## config.mk

```make
export PLATFORM = sky130hd
export DESIGN_NAME = xorshift128_ranged_rng_core
export DESIGN_NICKNAME = d
export VERILOG_FILES = /design/src/rtl/core/xsr_pkg.sv /design/src/rtl/core/xsr_datapath.sv /design/src/rtl/core/xsr_ctrl.sv /design/src/rtl/core/xorshift128_ranged_rng_core.sv
export SDC_FILE = /design/constraint.sdc
export NUM_CORES = 1
export LEC_CHECK = 0
export ABC_AREA = 1
export BUFFER_PORTS_ARGS = -buffer_cell sky130_fd_sc_hd__buf_2
export CORE_MARGIN = 2
export CORE_UTILIZATION = 62
export CTS_CLUSTER_DIAMETER = 150
export DETAILED_ROUTE_END_ITERATION = 12
export PLACE_DENSITY = 0.89
export SLEW_MARGIN = 20
export SYNTH_ARGS = -nofsm -noshare
export SYNTH_HDL_FRONTEND = slang
export SYNTH_SLANG_ARGS = --single-unit
```

## constraint.sdc

```tcl
create_clock -name clk -period 4.2 [get_ports clk]
set_input_delay 0.21 -clock clk [delete_from_list [all_inputs] [get_ports clk]]
set_output_delay 0.21 -clock clk [all_outputs]
set_load 0.02 [all_outputs]
```

## src/rtl/core/xsr_pkg.sv

```systemverilog
// xsr_pkg: shared types and constants for the xorshift128 ranged generator.
// No dependencies; used by every module of the core.
package xsr_pkg;

    localparam int unsigned WordW = 32;
    localparam int unsigned CntW  = 5;

    localparam logic [1:0] OP_RAW    = 2'd0;
    localparam logic [1:0] OP_RANGED = 2'd1;
    localparam logic [1:0] OP_RESEED = 2'd2;

    localparam logic [1:0] ST_OK      = 2'd0;
    localparam logic [1:0] ST_EQUAL   = 2'd1;
    localparam logic [1:0] ST_INVALID = 2'd2;

    localparam logic [WordW-1:0] SEED_X = 32'd123456789;
    localparam logic [WordW-1:0] SEED_Y = 32'd362436069;
    localparam logic [WordW-1:0] SEED_Z = 32'd521288629;
    localparam logic [WordW-1:0] SEED_W = 32'd88675123;

    localparam int unsigned SHIFT_X_L = 11;
    localparam int unsigned SHIFT_T_R = 8;
    localparam int unsigned SHIFT_W_R = 19;

    localparam logic [CntW-1:0] DIV_LAST = 5'(WordW - 1);

    typedef struct packed {
        logic [1:0]              opcode;
        logic signed [WordW-1:0] range_min;
        logic signed [WordW-1:0] range_max;
    } req_t;

    typedef struct packed {
        logic [WordW-1:0]        raw_word;
        logic signed [WordW-1:0] ranged_value;
        logic [1:0]              range_status;
    } rsp_t;

    typedef enum logic [1:0] {
        S_IDLE,
        S_DIV,
        S_OUT
    } state_t;

    typedef struct packed {
        logic load;
        logic step;
    } cmd_t;

    typedef struct packed {
        logic need_div;
    } sts_t;

endpackage

```

## src/rtl/core/xsr_datapath.sv

```systemverilog
// xsr_datapath: generator state words, result registers and restoring remainder unit.
// Depends on xsr_pkg.
module xsr_datapath (
    input  logic           clk,
    input  logic           rst_n,
    input  xsr_pkg::req_t  req,
    input  xsr_pkg::cmd_t  cmd,
    output xsr_pkg::sts_t  sts,
    output xsr_pkg::rsp_t  rsp
);

    logic [xsr_pkg::WordW-1:0] x_reg, y_reg, z_reg, w_reg;
    logic [xsr_pkg::WordW-1:0] x_next, y_next, z_next, w_next;
    logic [xsr_pkg::WordW-1:0] t_val, new_w;

    logic [xsr_pkg::WordW-1:0] raw_reg, lo_reg, rem_reg, dvd_reg;
    logic [xsr_pkg::WordW:0]   span_reg;
    logic [1:0]                status_reg;

    logic                      lo_gt_hi, lo_eq_hi, advancing;
    logic [xsr_pkg::WordW:0]   span_val, shifted;
    logic [xsr_pkg::WordW+1:0] trial;
    logic [1:0]                status_val;

    assign t_val = x_reg ^ (x_reg << xsr_pkg::SHIFT_X_L);
    assign new_w = (w_reg ^ (w_reg >> xsr_pkg::SHIFT_W_R))
                 ^ (t_val ^ (t_val >> xsr_pkg::SHIFT_T_R));

    assign advancing = (req.opcode == xsr_pkg::OP_RAW) || (req.opcode == xsr_pkg::OP_RANGED);
    assign lo_gt_hi  = req.range_min > req.range_max;
    assign lo_eq_hi  = req.range_min == req.range_max;
    assign span_val  = {req.range_max[xsr_pkg::WordW-1], req.range_max}
                     - {req.range_min[xsr_pkg::WordW-1], req.range_min}
                     + {{xsr_pkg::WordW{1'b0}}, 1'b1};

    always_comb
    begin
        status_val = xsr_pkg::ST_OK;
        if (req.opcode == xsr_pkg::OP_RANGED)
        begin
            if (lo_gt_hi)
                status_val = xsr_pkg::ST_INVALID;
            else if (lo_eq_hi)
                status_val = xsr_pkg::ST_EQUAL;
        end
    end

    assign sts.need_div = (req.opcode == xsr_pkg::OP_RANGED) && !lo_gt_hi;

    always_comb
    begin
        x_next = x_reg;
        y_next = y_reg;
        z_next = z_reg;
        w_next = w_reg;
        if (cmd.load)
        begin
            if (advancing)
            begin
                x_next = y_reg;
                y_next = z_reg;
                z_next = w_reg;
                w_next = new_w;
            end
            else if (req.opcode == xsr_pkg::OP_RESEED)
            begin
                x_next = xsr_pkg::SEED_X;
                y_next = xsr_pkg::SEED_Y;
                z_next = xsr_pkg::SEED_Z;
                w_next = xsr_pkg::SEED_W;
            end
        end
    end

    always_ff @(posedge clk or negedge rst_n)
    begin
        if (!rst_n)
        begin
            x_reg <= xsr_pkg::SEED_X;
            y_reg <= xsr_pkg::SEED_Y;
            z_reg <= xsr_pkg::SEED_Z;
            w_reg <= xsr_pkg::SEED_W;
        end
        else
        begin
            x_reg <= x_next;
            y_reg <= y_next;
            z_reg <= z_next;
            w_reg <= w_next;
        end
    end

    // one quotient bit per step, remainder stays below the span
    assign shifted = {rem_reg, dvd_reg[xsr_pkg::WordW-1]};
    assign trial   = {1'b0, shifted} - {1'b0, span_reg};

    always_ff @(posedge clk)
    begin
        if (cmd.load)
        begin
            raw_reg    <= advancing ? new_w : '0;
            dvd_reg    <= new_w;
            rem_reg    <= '0;
            lo_reg     <= req.range_min;
            span_reg   <= span_val;
            status_reg <= status_val;
        end
        else if (cmd.step)
        begin
            dvd_reg <= {dvd_reg[xsr_pkg::WordW-2:0], 1'b0};
            if (!trial[xsr_pkg::WordW+1])
                rem_reg <= trial[xsr_pkg::WordW-1:0];
            else
                rem_reg <= shifted[xsr_pkg::WordW-1:0];
        end
    end

    assign rsp.raw_word     = raw_reg;
    assign rsp.ranged_value = lo_reg + rem_reg;
    assign rsp.range_status = status_reg;

endmodule

```

## src/rtl/core/xsr_ctrl.sv

```systemverilog
// xsr_ctrl: request sequencer; accepts a word, runs the remainder steps, holds the result.
// Depends on xsr_pkg.
module xsr_ctrl (
    input  logic          clk,
    input  logic          rst_n,
    input  logic          req_valid,
    output logic          req_ready,
    output logic          rsp_valid,
    input  logic          rsp_ready,
    input  xsr_pkg::sts_t sts,
    output xsr_pkg::cmd_t cmd
);

    xsr_pkg::state_t            state_reg, state_next;
    logic [xsr_pkg::CntW-1:0]   cnt_reg, cnt_next;

    always_comb
    begin
        state_next = state_reg;
        unique case (state_reg)
            xsr_pkg::S_IDLE:
                if (req_valid)
                    state_next = sts.need_div ? xsr_pkg::S_DIV : xsr_pkg::S_OUT;
            xsr_pkg::S_DIV:
                if (cnt_reg == xsr_pkg::DIV_LAST)
                    state_next = xsr_pkg::S_OUT;
            xsr_pkg::S_OUT:
                if (rsp_ready)
                    state_next = xsr_pkg::S_IDLE;
            default:
                state_next = xsr_pkg::S_IDLE;
        endcase
    end

    always_comb
    begin
        req_ready = 1'b0;
        rsp_valid = 1'b0;
        cmd       = '0;
        cnt_next  = '0;
        unique case (state_reg)
            xsr_pkg::S_IDLE:
            begin
                req_ready = 1'b1;
                cmd.load  = req_valid;
            end
            xsr_pkg::S_DIV:
            begin
                cmd.step = 1'b1;
                cnt_next = cnt_reg + 1'b1;
            end
            xsr_pkg::S_OUT:
                rsp_valid = 1'b1;
            default:
                cnt_next = '0;
        endcase
    end

    always_ff @(posedge clk or negedge rst_n)
    begin
        if (!rst_n)
        begin
            state_reg <= xsr_pkg::S_IDLE;
            cnt_reg   <= '0;
        end
        else
        begin
            state_reg <= state_next;
            cnt_reg   <= cnt_next;
        end
    end

`ifndef NO_ASSERTIONS
    a_div_ends: assert property (@(posedge clk) disable iff (!rst_n)
        (state_reg == xsr_pkg::S_DIV) && (cnt_reg == xsr_pkg::DIV_LAST)
        |=> (state_reg == xsr_pkg::S_OUT))
        else $error("remainder did not finish after last step");
    a_busy_no_accept: assert property (@(posedge clk) disable iff (!rst_n)
        (state_reg != xsr_pkg::S_IDLE) |-> !req_ready)
        else $error("request taken while busy");
    a_accept_route: assert property (@(posedge clk) disable iff (!rst_n)
        req_valid && req_ready && !sts.need_div |=> rsp_valid)
        else $error("non-ranged word not presented next cycle");
    a_rsp_release: assert property (@(posedge clk) disable iff (!rst_n)
        rsp_valid && rsp_ready |=> (state_reg == xsr_pkg::S_IDLE) && (cnt_reg == '0))
        else $error("sequencer not back to idle after delivery");
`endif

endmodule

```

## src/rtl/core/xorshift128_ranged_rng_core.sv

```systemverilog
// xorshift128_ranged_rng_core: top level of the ranged xorshift128 generator.
// Depends on xsr_pkg, xsr_ctrl and xsr_datapath.
//
// Usage:
//   req channel (req_valid/req_ready/req) takes one request word: opcode
//   raw, ranged or reseed plus inclusive signed bounds range_min/range_max.
//   rsp channel (rsp_valid/rsp_ready/rsp) returns exactly one word per
//   request: raw generator word, ranged value and range status.
//   One request is handled at a time; req_ready is high only when idle.
//   Raw, reseed and invalid-range requests present their result in the
//   cycle after acceptance.
//   Ranged requests run a restoring remainder, one quotient bit per cycle,
//   over every bit of the generator word, then present their result.
//   The result stays in its register while rsp_ready is low; no new request
//   is taken until it has been delivered.
//   Reset (rst_n low, asynchronous) loads the fixed seed words and returns
//   the sequencer to idle; no result is pending afterwards.
module xorshift128_ranged_rng_core (
    input  logic          clk,
    input  logic          rst_n,
    input  logic          req_valid,
    output logic          req_ready,
    input  xsr_pkg::req_t req,
    output logic          rsp_valid,
    input  logic          rsp_ready,
    output xsr_pkg::rsp_t rsp
);

    xsr_pkg::cmd_t cmd;
    xsr_pkg::sts_t sts;

    xsr_ctrl u_ctrl (
        .clk       (clk),
        .rst_n     (rst_n),
        .req_valid (req_valid),
        .req_ready (req_ready),
        .rsp_valid (rsp_valid),
        .rsp_ready (rsp_ready),
        .sts       (sts),
        .cmd       (cmd)
    );

    xsr_datapath u_datapath (
        .clk   (clk),
        .rst_n (rst_n),
        .req   (req),
        .cmd   (cmd),
        .sts   (sts),
        .rsp   (rsp)
    );

endmodule
```

==> flow_summary.toml, run 1 <==
[outcome]
run_status = "completed"

[placed_design]
post-place-ws_ps = 1240
post_dp_cell_area_um2 = 20800
port_buffers = 137
dpl.hpwl_um = 44800
placed_cells_incl_taps = 2991
place.gp.congestion = 0.982

[yosys]
synthDistinctLibCells = 48
syn_avg_cell_area_um2 = 7.94
syn-cell-area_um2 = 19800
synth_ff_type = "edfxtp_1"
ys_ff_latch = 298
async_flop_share_pct = 45.3
synth_edf_count = 131
syn-num-nets = 2727
syn_inst = 2493
ys_seq_area_share_pct = 40.5
yosys_warnings = 0

[clock_tree]
cts_tree = "done"
clock-root-buffer = "clkbuf_16"
htreeDepth = 1
post_cts_buffers = 0
holdBufCountCts = 35
cts_buffers = 31
numClockSinks = 298
insertion_delay_ps = 580
clockBufferDepth = 3
clkSlewWorstSetupHoldPaths_ps = 70
cts_resized = 0

[final_layout]
drive_above_1_share_pct = 10.5
multi_input_area_um2 = 9670
fin_cells = 3085
layout_common_cells = "578 x nand2_1, 482 x inv_1, 177 x nor2_1"
largest_register_ffs = 33
mostFrequentLayoutCell = "nand2_1"
syn_to_final_growth_pct = 11.9
final_nets = 2891
register_area_um2 = 8030
fillCellCount = 2386
postLayoutCellArea_um2 = 22200

[timing]
fin_ws_ps = 773
period_share_pct = 81.6
drv_slew = 0
rsz0062_at_grt = "false"
slew_headroom_pct = 33.0
fmax_mhz = 292
finalSetupTns_ps = 0
hold_viol_final = 0
min_period_ps = 3430
worst_slew_pin_slew_ps = 1000
setup-violations-final = 0
fin_skew_ps = 13.0

[route]
ant_nets = 0
top_layer_used = "met4"
routed-wl-met3_um = 6610
via_count = 17700
drt-total-wl_um = 58200
via_per_inst = 5.73
wl_per_cell_um = 18.9
drc = 0
m1WireLength_um = 24600
drtPass1Iterations = 5
met2WireLength_um = 25600
first_iter_violations = 1873

[global_route]
grt_antenna_before_repair = 0
grt_overflow = 0
grt_pass1_wl_um = 90700
grt_use_total_pct = 34.9
grt_pass1_vias = 16900
grt_max_degree = 74

[critical_path]
crit_chain = "ha_1, inv_1, fa_1, o21ai_1, a21oi_1, inv_1, nand2_1, nand2_1, nand2_1, nand2_1, xor2_1, buf_2"
startpoint_type = "flip-flop"
slowest_delay_ps = 430
path_max_fanout = 4
criticalPathCategory = "reg2out"
crit_arrival_ps = 3220
critical_path.most_common_cell = "nand2_1"
cp_data_required_time_ps = 3990
cpMaxStageDelayCell = "fa_1"
end_kind = "output port"

[power]
vdd_drop_max_mv = 0.497
p_seq_share_pct = 36.8
intPower_mw = 7.97
p_sw_mw = 6.12
switching_share_pct = 43.4
p_comb_share_pct = 44.0
p_clk_share_pct = 19.2
powerDensity_nw_per_um2 = 636
power.leakage_nw = 11.4

[floorplan]
fp.dieW_um = 183
coreArea_um2 = 31500
dieHeight_um = 183
initial_utilization_pct = 62.9
rows = 65
ioPinCount = 138
die_area_um2 = 33400

[run]
drv_cap = 0

[hold_path]
hp-class = "in2reg"
[cells by family (layout without fill, tap and decap cells)]
kind of cell	Yosys count	after routing	share of synthesized area [%]
adders and majority gates	164	164	10.5
xor gates and xnor gates	154	154	6.81
and+or+nand+nor	966	966	20.5
AOI/OAI and AO/OA	369	369	11.0
other	0	1	0
DFF	298	298	40.5
buffers and inverters	542	731	10.6
[path summary, 6_finish.rpt]
kind                                                     from                                to  slack, ps  cells past startpoint
max in group asynchronous                               rst_n  u_datapath.z_reg[28]$_DFFE_PN1P_       2850                      3
setup reg to reg              u_ctrl.state_reg[0]$_DFFE_PN0P_   u_datapath.dvd_reg[1]$_DFFE_PP_       1190                      7
setup / recovery           u_datapath.rem_reg[0]$_SDFFE_PP0P_                           rsp[18]        770                     12
hold / removal                                      req_valid   u_ctrl.state_reg[0]$_DFFE_PN0P_         90                      5
min in group asynchronous                               rst_n       u_ctrl.cnt_reg[3]$_DFF_PN0_        310                      2
hold reg to reg                   u_ctrl.cnt_reg[0]$_DFF_PN0_       u_ctrl.cnt_reg[0]$_DFF_PN0_        460                      1
[power groups by stage]
stage                     registers, mW  logic [mW]  clock network (mW)
after floorplan                    5.17        3.76                   0
after global placement             5.13        5.70                   0
after detailed placement           5.19        5.91                   0
after CTS                          5.16        6.02                2.72
after global routing               5.27        6.67                2.83
final                              5.18        6.20                2.71
[Yosys cell counts, drive strengths merged (3+ instances only)]
cell | count | share of area [%]
o211ai | 4 | 0.15
xor2 | 93 | 4.1
a21boi | 3 | 0.11
nand2 | 580 | 11
a2bb2oi | 16 | 0.71
a21oi | 106 | 2.8
nand3 | 110 | 2.8
o21a | 4 | 0.15
clkbuf | 21 | 0.40
o21ai | 117 | 3.0
dfstp | 61 | 8.1
inv | 488 | 9.3
dfrtp | 74 | 9.4
a31oi | 8 | 0.25
o21bai | 7 | 0.27
dfxtp | 32 | 3.2
o22ai | 55 | 1.7
nor2 | 190 | 3.8
xnor2 | 61 | 2.7
fa | 4 | 0.40
nand4 | 60 | 2.0
nor3 | 14 | 0.38
nand3b | 6 | 0.23
ha | 160 | 10
buf | 33 | 1.0
a21o | 14 | 0.53
a22oi | 33 | 1.3
edfxtp | 131 | 20
[per-stage QoR]
stage	hold slack [ps]	utilization (%)	power, mW
6_report	92.8	70.4	14.1
5_1_grt	137	70.4	14.8
4_1_cts	87.6	70.4	13.9
3_5_place_dp	408	66.1	11.1
3_3_place_gp	397	66.1	10.8
2_1_floorplan	-85.6	-	8.93
[routing by layer]
layer	global-route usage [%]	vias to the layer above
li1	-	8374
met4	8.65	0
met1	49.1	8317
met2	54.5	874
met5	0	-
met3	8.62	108
[cell type report]
cell class | count | area share [%]
Tap cell | 402 | 2.27
Timing Repair Buffer | 185 | 5.13
Multi-Input combinational cell | 1653 | 43.6
Clock buffer | 43 | 3.79
Sequential cell | 298 | 36.2
Inverter | 488 | 8.27
Clock inverter | 15 | 0.666
Antenna cell | 1 | 0.0113
[critical path, delay by kind of cell (launching register included)]
kind / cells / cell delay [ps]
XOR/XNOR: 1 / 240
buffers and inverters: 3 / 430
flip-flops: 1 / 420
AND/OR/NAND/NOR: 4 / 330
adder cells (fa/ha/maj): 2 / 660
AO/OA/AOI/OAI: 2 / 550
(Power assumes the default switching activity.)
==> run 2: changes to the inputs <==
--- a/config.mk
+++ b/config.mk
@@ -5,13 +5,13 @@
 export SDC_FILE = /design/constraint.sdc
 export NUM_CORES = 1
 export LEC_CHECK = 0
-export ABC_AREA = 1
+export ABC_AREA = 0
 export BUFFER_PORTS_ARGS = -buffer_cell sky130_fd_sc_hd__buf_2
 export CORE_MARGIN = 2
-export CORE_UTILIZATION = 62
+export CORE_UTILIZATION = 55
 export CTS_CLUSTER_DIAMETER = 150
 export DETAILED_ROUTE_END_ITERATION = 12
-export PLACE_DENSITY = 0.89
+export PLACE_DENSITY = 0.84
 export SLEW_MARGIN = 20
 export SYNTH_ARGS = -nofsm -noshare
 export SYNTH_HDL_FRONTEND = slang
==> constraint.sdc (replaced) <==
create_clock -name clk -period 3.1 [get_ports clk]
set_input_delay 0.155 -clock clk [delete_from_list [all_inputs] [get_ports clk]]
set_output_delay 0.155 -clock clk [all_outputs]
set_load 0.02 [all_outputs]
==> run 2 against run 1 <==
The run now ends with setup timing left. Non-clock buffer count is 141 higher. First-iteration DRC count is 44% lower. Global-route usage is 7.6 points lower. Power rose by 23%. Critical path depth is the same. Critical path type unchanged.
==> flow_summary.toml, run 2 <==
[hold_path]
hold_end = "u_datapath.span_reg[0]$_DFFE_PP_"
hold_start = "req[32]"
holdPathStages = 3
hp-class = "in2reg"

[critical_path]
timing.rr.end = "u_datapath.rem_reg[6]$_SDFFE_PP0P_"
criticalPathCategory = "reg2out"
r2r_cells = 12
worstSetupStartpoint = "u_datapath.lo_reg[7]$_DFFE_PP_"
r2r-start = "u_datapath.span_reg[5]$_DFFE_PP_"
cp_data_required_time_ps = 2940
r2r_slack_ps = -70
path_max_fanout = 3
crit_arrival_ps = 3350
end_kind = "output port"
startpoint_type = "flip-flop"

[yosys]
synth_ff_type = "edfxtp_1"
synth_edf_count = 131
synth_most_common_cell = "ha_1"
yosys.area.top_type = "edfxtp_1"
ys_top_cells_by_area = "edfxtp_1 22%, ha_1 11%, dfrtp_1 10%"
synth_top_area_share_pct = 22.3
synth_commonest_cells = "160 x ha_1, 140 x inv_1, 135 x nand2_1"
syn_avg_cell_area_um2 = 10.3
ys_seq_area_share_pct = 45.4
syn_inst = 1719
ys_ff_latch = 298
async_flop_share_pct = 45.3
syn-num-nets = 1953
syn-cell-area_um2 = 17700
synthDistinctLibCells = 71
yosys_warnings = 0

[final_layout]
diodes = 0
fin_cells = 2439
mostFrequentLayoutCell = "buf_4"
drive_above_1_share_pct = 24.4
syn_to_final_growth_pct = 23.6
largest_register_ffs = 33
final_nets = 2247
final_core_utilization_pct = 69.2
layout_common_cells = "156 x buf_4, 144 x ha_1, 137 x inv_1"

[timing]
fmax_mhz = 286
drv_slew = 0
worst_slew_pin_slew_ps = 984
slew_headroom_pct = 34.4
hold_viol_final = 0
setup-violations-final = 27
period_share_pct = 113
fin_ws_ps = -401
fin_skew_ps = 14.4
whs_ps = 35.9
rsz0062_at_grt = "true"
min_period_ps = 3500

[power]
power.leakage_nw = 10.0
design_power_total_mw = 17.4
vdd_drop_max_mv = 0.444
powerDensity_nw_per_um2 = 795

[clock_tree]
clkSlewWorstSetupHoldPaths_ps = 60
insertion_delay_ps = 560
cts_tree = "done"
clockBufferDepth = 3
numClockSinks = 298
clock-root-buffer = "clkbuf_16"
htreeDepth = 1
cts_buffers = 30

[route]
wl_per_cell_um = 19.5
drt-total-wl_um = 47500
drtPass1Iterations = 8
drc = 0
via_per_inst = 5.92
first_iter_violations = 1057
via_count = 14400
ant_nets = 0

[placed_design]
dpl.hpwl_um = 32700
place.gp.congestion = 0.892
post-place-ws_ps = -259
placed_cells_incl_taps = 2313
port_buffers = 137

[outcome]
failed_checks = "setup timing"
run_status = "finished, violations left"

[floorplan]
coreArea_um2 = 31600
die_area_um2 = 33600
dieHeight_um = 183
fp.dieW_um = 183
rows = 65
initial_utilization_pct = 56.0
ioPinCount = 138

[run]
drv_cap = 0

[global_route]
grt_antenna_before_repair = 0
grt_pass1_vias = 14200
grt_use_total_pct = 27.4
grt_max_degree = 73
grt_overflow = 0
grt_pass1_wl_um = 73700
-- run 2: cell types whose count changed after synthesis, moves of 38 or more --
| cell | previous run | this run |
|---|---|---|
| nand3_1 | 109 | 33 |
| o22ai_1 | 55 | 1 |
| inv_1 | 483 | 140 |
| nand2_1 | 578 | 135 |
| a21o_1 | 14 | 61 |
| xor2_1 | 93 | 46 |
| a22o_1 | 0 | 48 |
| nor2_1 | 178 | 102 |
| xnor2_1 | 61 | 129 |
| nand4_1 | 59 | 21 |
| o22a_1 | 0 | 45 |
-- run 2: worst max path at each step --
stage                                                      to  slack (ps)  cells past startpoint
after floorplan           u_datapath.dvd_reg[0]$_SDFFCE_PN0P_        -400                      6
after global placement                                rsp[33]        -120                     14
after detailed placement                              rsp[33]        -260                     14
after CTS                                             rsp[30]        -420                     12
after global routing                                  rsp[31]        -550                     12
final                                                 rsp[30]        -400                     12
-- run 2: cell type report --
type / count / area, µm²
Fill cell: 2185 / 9720
Multi-Input combinational cell: 1217 / 9410
Sequential cell: 298 / 8040
Timing Repair Buffer: 326 / 2400
Clock buffer: 44 / 835
Inverter: 140 / 533
Tap cell: 402 / 503
Clock inverter: 12 / 114
-- run 2: timing repair --
item / in CTS / in global routing
gates resized for setup: 66 / 86
cloned: 2 / 2
setup endpoints to repair: 32 / 61
pin swaps: 19 / 46
setup buffers: 13 / 23
hold endpoints to repair: 61 / 0
hold buffers: 36 / 0
-- run 2: power by group --
| group | internal [mW] | switching (mW) | leakage (nW) | total, mW |
|---|---|---|---|---|
| Combinational | 2.69 | 4.23 | 6.43 | 6.92 |
| Sequential | 6.04 | 0.875 | 3.12 | 6.91 |
| Clock | 2.03 | 1.51 | 0.464 | 3.54 |
| Total | 10.8 | 6.61 | 10.0 | 17.4 |
-- run 2: cells by family after synthesis --
logic type	share of synthesized area, %
compound gates	18.8
xor+xnor	8.68
fa+ha+maj	11.8
buf+inv	4.43
flops	45.4
mux	1.19
simple gates	9.62
-- run 2: layer usage --
metal,vias to the layer above,track usage [%],part of all wire [%]
li1,6767,-,-
met4,0,11.1,4.3
met1,7043,35.1,41
met5,-,0,0
met3,137,3.85,5.9
met2,502,46.9,49
-- run 2: worst max-delay path, stage by stage (launching register included) --
cell,delay (ps)
edfxtp_1,430
ha_4,260
a21o_1,150
a21o_1,170
a2111o_1,430
a311oi_2,220
buf_4,170
o2111a_1,200
nand3b_1,160
a31o_4,190
mux2i_1,180
nand3_1,100
buf_6,140
-- run 2: through the flow --
stage | setup TNS, ps | area [µm²]
2_1_floorplan | -12910 | 17700
3_3_place_gp | -575 | 19600
3_5_place_dp | -1770 | 19600
4_1_cts | -3230 | 21400
5_1_grt | -9070 | 21800
6_report | -4190 | 21800
